==> config.mk <==
export PLATFORM = sky130hd
export DESIGN_NAME = lst_ctrl
export DESIGN_NICKNAME = d
export VERILOG_FILES = /design/src/rtl/lst_pkg.sv /design/src/rtl/lst_ctrl.sv
export SDC_FILE = /design/constraint.sdc
export NUM_CORES = 1
export LEC_CHECK = 0
export ABC_CLOCK_PERIOD_IN_PS = 1650
export BUFFER_PORTS_ARGS = -buffer_cell sky130_fd_sc_hd__buf_4
export CORE_AREA = 2 2 39 41
export DETAILED_ROUTE_END_ITERATION = 12
export DIE_AREA = 0 0 41 43
export HOLD_SLACK_MARGIN = 0.08
export PLACE_DENSITY = 0.69
export SETUP_SLACK_MARGIN = 0.4
export SLEW_MARGIN = 20
export SYNTH_ARGS = -nofsm -noshare
export SYNTH_HDL_FRONTEND = slang
export SYNTH_SLANG_ARGS = --single-unit
==> constraint.sdc <==
create_clock -name clk -period 1.65 [get_ports clk]
set_input_delay 0.495 -clock clk [delete_from_list [all_inputs] [get_ports clk]]
set_output_delay 0.495 -clock clk [all_outputs]
set_load 0.01 [all_outputs]
==> src/rtl/lst_pkg.sv <==
package lst_pkg;

  localparam int CHUNK_W = 64;
  localparam int LINE_W  = 25;
  localparam int SEL_W   = 10;
  localparam int IDX_W   = 10;
  localparam int CNT_W   = 11;
  localparam int ST_W    = 3;

  typedef enum logic [2:0] {
    OP_CLEAR  = 3'd0,
    OP_ADD    = 3'd1,
    OP_LOOKUP = 3'd2,
    OP_READ   = 3'd3,
    OP_CHECK  = 3'd4
  } op_t;

  typedef enum logic [ST_W-1:0] {
    ST_OK      = 3'd0,
    ST_FULL    = 3'd1,
    ST_DEFINED = 3'd2,
    ST_MISS    = 3'd3,
    ST_RANGE   = 3'd4
  } st_t;

  typedef enum logic [2:0] {
    S_IDLE,
    S_NORM,
    S_SCAN,
    S_RDQ,
    S_FIN,
    S_EMIT
  } state_t;

  typedef struct packed {
    logic ready;
    logic accept;
    logic store_chunk;
    logic norm;
    logic scan;
    logic rd;
    logic fin;
    logic emit;
  } cmd_t;

  typedef struct packed {
    logic scan_done;
    logic full;
    logic out_free;
  } stat_t;

endpackage

==> src/rtl/lst_ctrl.sv <==
module lst_ctrl
  import lst_pkg::*;
(
  input  logic       clk,
  input  logic       rst_n,
  input  logic       in_tvalid,
  input  logic [2:0] in_op,
  input  logic       in_last,
  input  stat_t      stat,
  output cmd_t       cmd
);

  state_t     state_r, state_nxt;
  logic [2:0] op_r;
  logic       accept;

  assign accept = in_tvalid && (state_r == S_IDLE);

  always_ff @(posedge clk) begin
    if (!rst_n) begin
      state_r <= S_IDLE;
      op_r    <= OP_CLEAR;
    end else begin
      state_r <= state_nxt;
      if (accept) op_r <= in_op;
    end
  end

  always_comb begin
    state_nxt = state_r;
    unique case (state_r)
      S_IDLE: begin
        if (accept) begin
          case (in_op)
            OP_CLEAR:          state_nxt = S_FIN;
            OP_ADD, OP_LOOKUP: state_nxt = in_last ? S_NORM : S_IDLE;
            OP_READ:           state_nxt = S_RDQ;
            OP_CHECK:          state_nxt = S_SCAN;
            default:           state_nxt = S_IDLE;
          endcase
        end
      end
      S_NORM:  state_nxt = (op_r == OP_ADD && stat.full) ? S_FIN : S_SCAN;
      S_SCAN:  state_nxt = stat.scan_done ? S_FIN : S_SCAN;
      S_RDQ:   state_nxt = S_FIN;
      S_FIN:   state_nxt = S_EMIT;
      S_EMIT:  state_nxt = stat.out_free ? S_IDLE : S_EMIT;
      default: state_nxt = S_IDLE;
    endcase
  end

  always_comb begin
    cmd             = '0;
    cmd.ready       = (state_r == S_IDLE);
    cmd.accept      = accept;
    cmd.store_chunk = accept && (in_op == OP_ADD || in_op == OP_LOOKUP);
    cmd.norm        = (state_r == S_NORM);
    cmd.scan        = (state_r == S_SCAN);
    cmd.rd          = (state_r == S_RDQ);
    cmd.fin         = (state_r == S_FIN);
    cmd.emit        = (state_r == S_EMIT);
  end

endmodule

==> results of run 1 <==
cell usage after synthesis, types with 2 or more instances:
library cell,n
sky130_fd_sc_hd__nor2b_1,4
sky130_fd_sc_hd__buf_6,3
sky130_fd_sc_hd__a31oi_1,2
sky130_fd_sc_hd__mux2i_1,3
sky130_fd_sc_hd__nor3b_1,5
sky130_fd_sc_hd__nand2b_1,2
sky130_fd_sc_hd__and3b_2,2
sky130_fd_sc_hd__o21ai_0,2
sky130_fd_sc_hd__a21oi_1,2
sky130_fd_sc_hd__dfxtp_1,6
sky130_fd_sc_hd__nand2_1,2
worst max-delay path by stage:
stage / from / to
after global routing: state_r[0] / cmd[5]
after floorplan: state_r[0] / cmd[5]
after detailed placement: in_tvalid / cmd[5]
after CTS: state_r[2] / cmd[5]
final: state_r[0] / cmd[5]
after global placement: in_tvalid / cmd[5]
kinds of logic after synthesis:
logic type	Yosys count	share of synthesized area
multiplexers	3	0.0702
AO/OA/AOI/OAI	8	0.111
buffers and inverters	6	0.117
XOR/XNOR	1	0.0205
AND/OR/NAND/NOR	23	0.401
flip-flops	6	0.281
flip-flops by register name (all words and copies together), names as in the netlist:
name and count:
op_r 3, state_r 3
power groups by stage:
stage	combinational [mW]	clock, mW	sequential (mW)
final	0.187	0.140	0.167
after global routing	0.204	0.155	0.168
after CTS	0.174	0.141	0.167
after detailed placement	0.140	0	0.173
after global placement	0.140	0	0.172
after floorplan	0.0983	0	0.163
per-layer routing:
metal / vias to the layer above / GRT usage / part of all wire
li1: 224 / - / -
met1: 205 / 0.191 / 0.40
met4: 0 / 0.100 / 0.024
met5: - / 0 / 0
met2: 17 / 0.259 / 0.51
met3: 2 / 0.0628 / 0.071
what timing repair did:
action                                  in CTS  in global routing
endpoints found under the setup margin      11                 14
cloned                                       0                  0
setup buffers                                7                  0
hold buffers                                 0                  0
pin swaps                                    6                  3
gates resized for setup                     13                  7
worst max-delay path, cell delays in order, from the launching register on:
cell and delay (ns):
sky130_fd_sc_hd__dfxtp_4 0.35, sky130_fd_sc_hd__nor4b_4 0.29, sky130_fd_sc_hd__nor3b_4 0.23, sky130_fd_sc_hd__buf_6 0.12
layout by cell type (no fill, tap or decap), drive strengths merged, types with 2 or more instances in the layout:
cell type and instances:
o21ai 2, clkbuf 3, buf 29, nand2b 2, nor2b 4, and3b 3
dfxtp 6, nand2 2, nor3b 5, a21oi 2, a31oi 2, mux2i 3
area by class of cell:
cell class | count | share of cell area
clock buffers | 3 | 0.0306
flip-flops and latches | 6 | 0.178
inverters | 1 | 0.00849
multi-input cells | 35 | 0.424
well taps | 16 | 0.0272
repair buffers | 29 | 0.331
==> impl_results.md, run 1 <==
* Share of total power in sequential cells at 0.337
* DRT antenna net count at 0
* Post-synth EDFFs at 0
* Register clock-pin slew on the reported worst setup and hold paths at 0.05 ns
* Worst voltage drop across the vdd grid at 0.354 mV
* Fin util at 0.533
* Worst reg2reg setup slack at 0.20 ns
* Max H-tree Level at 1
* Pre-CTS worst setup slack at 0.0241 ns
* Power share of the clock group at 0.284
* Worst clock skew on the final layout at 0.00310 ns
* Count of nets after finishing at 86
* Area taken by flip-flops and latches at 131 um2
* First-pass GRT wire length at 1940 um
* Number of warnings printed during yosys synthesis at 0
* Initial cell density of the core at 0.309
* End of the worst hold path: op_r[1]
* Maximum buffer depth of the clock tree at 2
* Net switching component of the power at 0.143 mW
* Failing checks: negative setup slack
* Clock Root Buffer: sky130_fd_sc_hd__clkbuf_4
* Reg2Reg Launch Point: state_r[0]
* Layout overhead on the synthesized area at 72.2%
* Start-to-end type of the worst setup path: reg -> out
* Combined area of all synthesized cells at 428 um2
* Worst slew margin relative to its limit at 0.783
* Combined global-route utilization of all metal layers at 0.170
* Power per Cell Area at 672 nW/um2
* Placed Area at 592 um2
* Final hold slack at 0.498 ns
* Highest net fanout along the worst path at 3
* Die X at 41 um
* Final worst setup slack at -0.0925 ns
* Number of cells traversed by the worst hold path at 2
* Final worst path period need at 1.74 ns
* Slew at the pin with the worst max-slew slack at 0.322 ns
* Cell accounting for the most synthesized area: sky130_fd_sc_hd__dfxtp_1
* Core Region at 1380 um2
* Finished Layout Cells at 90
* Static leakage power at 0.326 nW
* Total negative setup slack at -0.250 ns
* Synth Net Count at 57
* Vias after detailed routing at 448
* Wirelength per Cell at 12.5 um
* Post-DR vias/cell at 4.98
* Worst-case reg-to-reg path depth at 3
* Layout cell share with drive strength beyond 1 at 0.622
* Detailed Place HPWL at 747 um
* Cells taking the most area after synthesis: sky130_fd_sc_hd__dfxtp_1 (28%), sky130_fd_sc_hd__nor3b_1 (8.8%), sky130_fd_sc_hd__buf_6 (7.9%)
* Die ar. at 1760 um2
* Number of distinct library cell variants in the gate-level netlist after synthesis at 25
* Number of DRC violations after detailed-routing iteration 0 at 2
* Endpoint kind of the worst setup timing path: primary output
* CTS tree: done
* Initial antenna violation count at 0
* Status: finished with violations
* Timing-limited maximum frequency at 0.574 GHz
* Required time at the endpoint of the critical path at 1.15 ns
* Async set-or-reset flop fraction in the synthesized netlist at 0
* Fill cells at 129
* Via count of the first global-routing pass at 460
* Final count of negative-setup-slack endpoints at 6
* Total Wirelength at 1130 um
* Critical Path AT at 1.25 ns
* Number of port buffers at 17
* Post-synthesis cell count at 47
* HP Class: in -> reg
* First-pass DRT Iterations at 2
* Clock Latency Late Sink at 0.25 ns
* Combinational cell fraction of total power at 0.379
* Total power of the final layout at 0.495 mW
* Site Rows at 14
* Share of the yosys chip area belonging to registers at 0.281
* Switch share at 0.290
* Diode count at 0
* Mean cell area of the mapped netlist at 9.10 um2
* Share of the synthesized area in the top cell type at 0.281
* Kind of start point of the critical path: flop
* Worst r2r dst: state_r[0]
* Post-route clock period utilization at 1.06
* Hold Crit Start: rst_n
* Final number of hold-violating endpoints at 0
* I/O pin total at 18
* Gpl congestion at 0.720
* Total gr overflow at 0
* RSZ-0062 raised after global routing: yes
* DRC errors left at 0
* Leading register cell type out of synthesis: sky130_fd_sc_hd__dfxtp_1
* Area occupied by multi-input gates at 313 um2
* Post-synthesis sequential element count at 6
* Final instance area at 737 um2
* Inserted Clock Buffers at 3
* Max Slew Vio Count at 0
* Placed cell count at 80
* Internal power at 0.352 mW
* Chip height at 43 um
* Maximum number of pins on one net before global-route repair at 8
* Number of max-capacitance violations reported at 0
* Clock Sinks at 6
No activity file was read; power rests on OpenSTA's default activity.
==> run 2: changes to the inputs <==
==> constraint.sdc (replaced) <==
create_clock -name clk -period 1.65 [get_ports clk]
set_input_delay 0.33 -clock clk [delete_from_list [all_inputs] [get_ports clk]]
set_output_delay 0.33 -clock clk [all_outputs]
set_load 0.01 [all_outputs]
==> run 2 against run 1 <==
  * The run now ends clean
  * Critical path depth unchanged
  * Flip-flop and latch count unchanged
  * Final area fell by 4.4%
  * Sequential share of layout area increased by 0.47 points
  * Final cell count decreased by 2.2%
  * Via count shrank 3.6%
  * Worst setup slack better by 0.19 ns
==> impl_results.md, run 2 (synthesis results as in run 1) <==
* Maximum buffer depth of the clock tree at 2 (unchanged)
* Number of max-capacitance violations reported at 0 (unchanged)
* Commonest non-fill, non-tap cells in the layout: sky130_fd_sc_hd__buf_4 (17), sky130_fd_sc_hd__buf_6 (10), sky130_fd_sc_hd__nor3b_2 (4), sky130_fd_sc_hd__nor2b_1 (4)
* Final hold slack at 0.348 ns (-0.150 ns)
* Count of nets after finishing at 84 (-2.3%)
* Final worst setup slack at 0.0982 ns (+0.191 ns)
* First-pass DRT Iterations at 3 (+1)
* Gpl congestion at 0.740 (+2.8%)
* Final number of hold-violating endpoints at 0 (unchanged)
* Inserted Clock Buffers at 3 (unchanged)
* Highest net fanout along the worst path at 3 (unchanged)
* DRC errors left at 0 (unchanged)
* Max Slew Vio Count at 0 (unchanged)
* Static leakage power at 0.317 nW (-2.8%)
* Wirelength per Cell at 12.8 um (+1.7%)
* Die ar. at 1760 um2 (unchanged)
* Layout cell share with drive strength beyond 1 at 0.583 (-0.0383)
* Post-DR vias/cell at 4.91 (-1.4%)
* Core Region at 1380 um2 (unchanged)
* Diode count at 0 (unchanged)
* Critical Path AT at 1.22 ns (-0.03 ns)
* Endpoint kind of the worst setup timing path: primary output
* Timing-limited maximum frequency at 0.644 GHz (+12%)
* Slew at the pin with the worst max-slew slack at 0.323 ns (+0.00190 ns)
* Detailed Place HPWL at 694 um (-7.0%)
* DRT antenna net count at 0 (unchanged)
* Maximum number of pins on one net before global-route repair at 11 (+3)
* Reg2Reg Launch Point: state_r[0]
* Via count of the first global-routing pass at 367 (-20%)
* Final instance area at 704 um2 (-4.4%)
* Vias after detailed routing at 432 (-3.6%)
* Total negative setup slack at 0 ns (+0.250 ns)
* Worst voltage drop across the vdd grid at 0.504 mV (+43%)
* Start-to-end type of the worst setup path: reg -> out
* Total Wirelength at 1120 um (-0.53%)
* RSZ-0062 raised after global routing: yes
* HP Class: in -> reg
* Chip height at 43 um (unchanged)
* Total gr overflow at 0 (unchanged)
* Number of port buffers at 17 (unchanged)
* Final worst path period need at 1.55 ns (-0.191 ns)
* Kind of start point of the critical path: flop
* Number of DRC violations after detailed-routing iteration 0 at 2 (unchanged)
* Hold Crit Start: rst_n
* Final count of negative-setup-slack endpoints at 0 (-6)
* Layout overhead on the synthesized area at 64.6%
* Max H-tree Level at 1 (unchanged)
* Fill cells at 136 (+5.4%)
* Placed Area at 551 um2 (-7.0%)
* Status: completed
* Clock Root Buffer: sky130_fd_sc_hd__clkbuf_4
* Site Rows at 14 (unchanged)
* Power per Cell Area at 695 nW/um2 (+3.5%)
* Hold-fix buffers at CTS at 0 (unchanged)
* Initial cell density of the core at 0.309 (unchanged)
* Register clock-pin slew on the reported worst setup and hold paths at 0.04 ns (about the same)
* I/O pin total at 18 (unchanged)
* Clock Latency Late Sink at 0.25 ns (about the same)
* Worst clock skew on the final layout at 0.000376 ns (-0.00272 ns)
* First-pass GRT wire length at 1650 um (-15%)
* Combined global-route utilization of all metal layers at 0.143 (-0.0272)
* Leading cell type in the layout, fill and taps excluded: sky130_fd_sc_hd__buf_4
* Clock Sinks at 6 (unchanged)
* Post-route clock period utilization at 0.941 (-0.116)
* Worst setup path startpoint: state_r[0]
* Initial antenna violation count at 0 (unchanged)
* CTS tree: done
* Total power of the final layout at 0.490 mW (-1.0%)
* Pre-CTS worst setup slack at 0.162 ns (+0.138 ns)
* Die X at 41 um (unchanged)
* Worst slew margin relative to its limit at 0.781 (-0.00128)
* Required time at the endpoint of the critical path at 1.32 ns (+0.17 ns)
* Largest registers: op_r (3), state_r (3)
run 2: changes by cell type in the layout (fill, tap and decap cells not counted), moves of 3 or more:
cell / previous run / this run
sky130_fd_sc_hd__nor3b_2: 1 / 4
sky130_fd_sc_hd__buf_4: 22 / 17
sky130_fd_sc_hd__nor3b_4: 3 / 0
sky130_fd_sc_hd__buf_6: 7 / 10
run 2: critical path, stage by stage, from the launching register on:
cell and delay [ns]:
sky130_fd_sc_hd__dfxtp_4 0.35, sky130_fd_sc_hd__nor4b_4 0.28, sky130_fd_sc_hd__nor3b_2 0.21, sky130_fd_sc_hd__buf_4 0.14
run 2: power breakdown:
group,switching (mW),internal (mW),total [mW]
clock,0.0549,0.0824,0.137
combinational,0.0700,0.113,0.183
sequential,0.0131,0.156,0.169
run 2: cell type report:
type                    count  area (um2)  share of cell area
repair buffers             27         240               0.341
well taps                  16        20.0              0.0284
inverters                   1        6.26             0.00888
multi-input cells          35         287               0.407
clock buffers               3        22.5              0.0320
flip-flops and latches      6         129               0.183
run 2: stage by stage:
stage                     cells   util
after floorplan              47      -
after global placement       76  0.398
after detailed placement     76  0.398
after CTS                    86  0.493
after global routing         88  0.509
final                        88  0.509
run 2: final timing paths:
kind / slack [ns] / endpoint / cells after the start
setup / recovery: 0.1 / cmd[5] / 3
hold / removal: 0.35 / op_r[1] / 2
setup reg to reg: 0.19 / state_r[0] / 3
hold reg to reg: 0.52 / op_r[0] / 2
run 2: repair_timing:
item	in CTS	in global routing
setup buffers	7	2
gates resized for setup	18	2
pin swaps	4	4
setup endpoints to repair	14	14
run 2: per-layer routing:
layer	vias to the layer above	routed length [um]	track usage
met1	198	478	0.172
met2	14	563	0.222
met3	2	63	0.0314
met4	0	17	0.0800
met5	-	0	0
li1	218	-	-
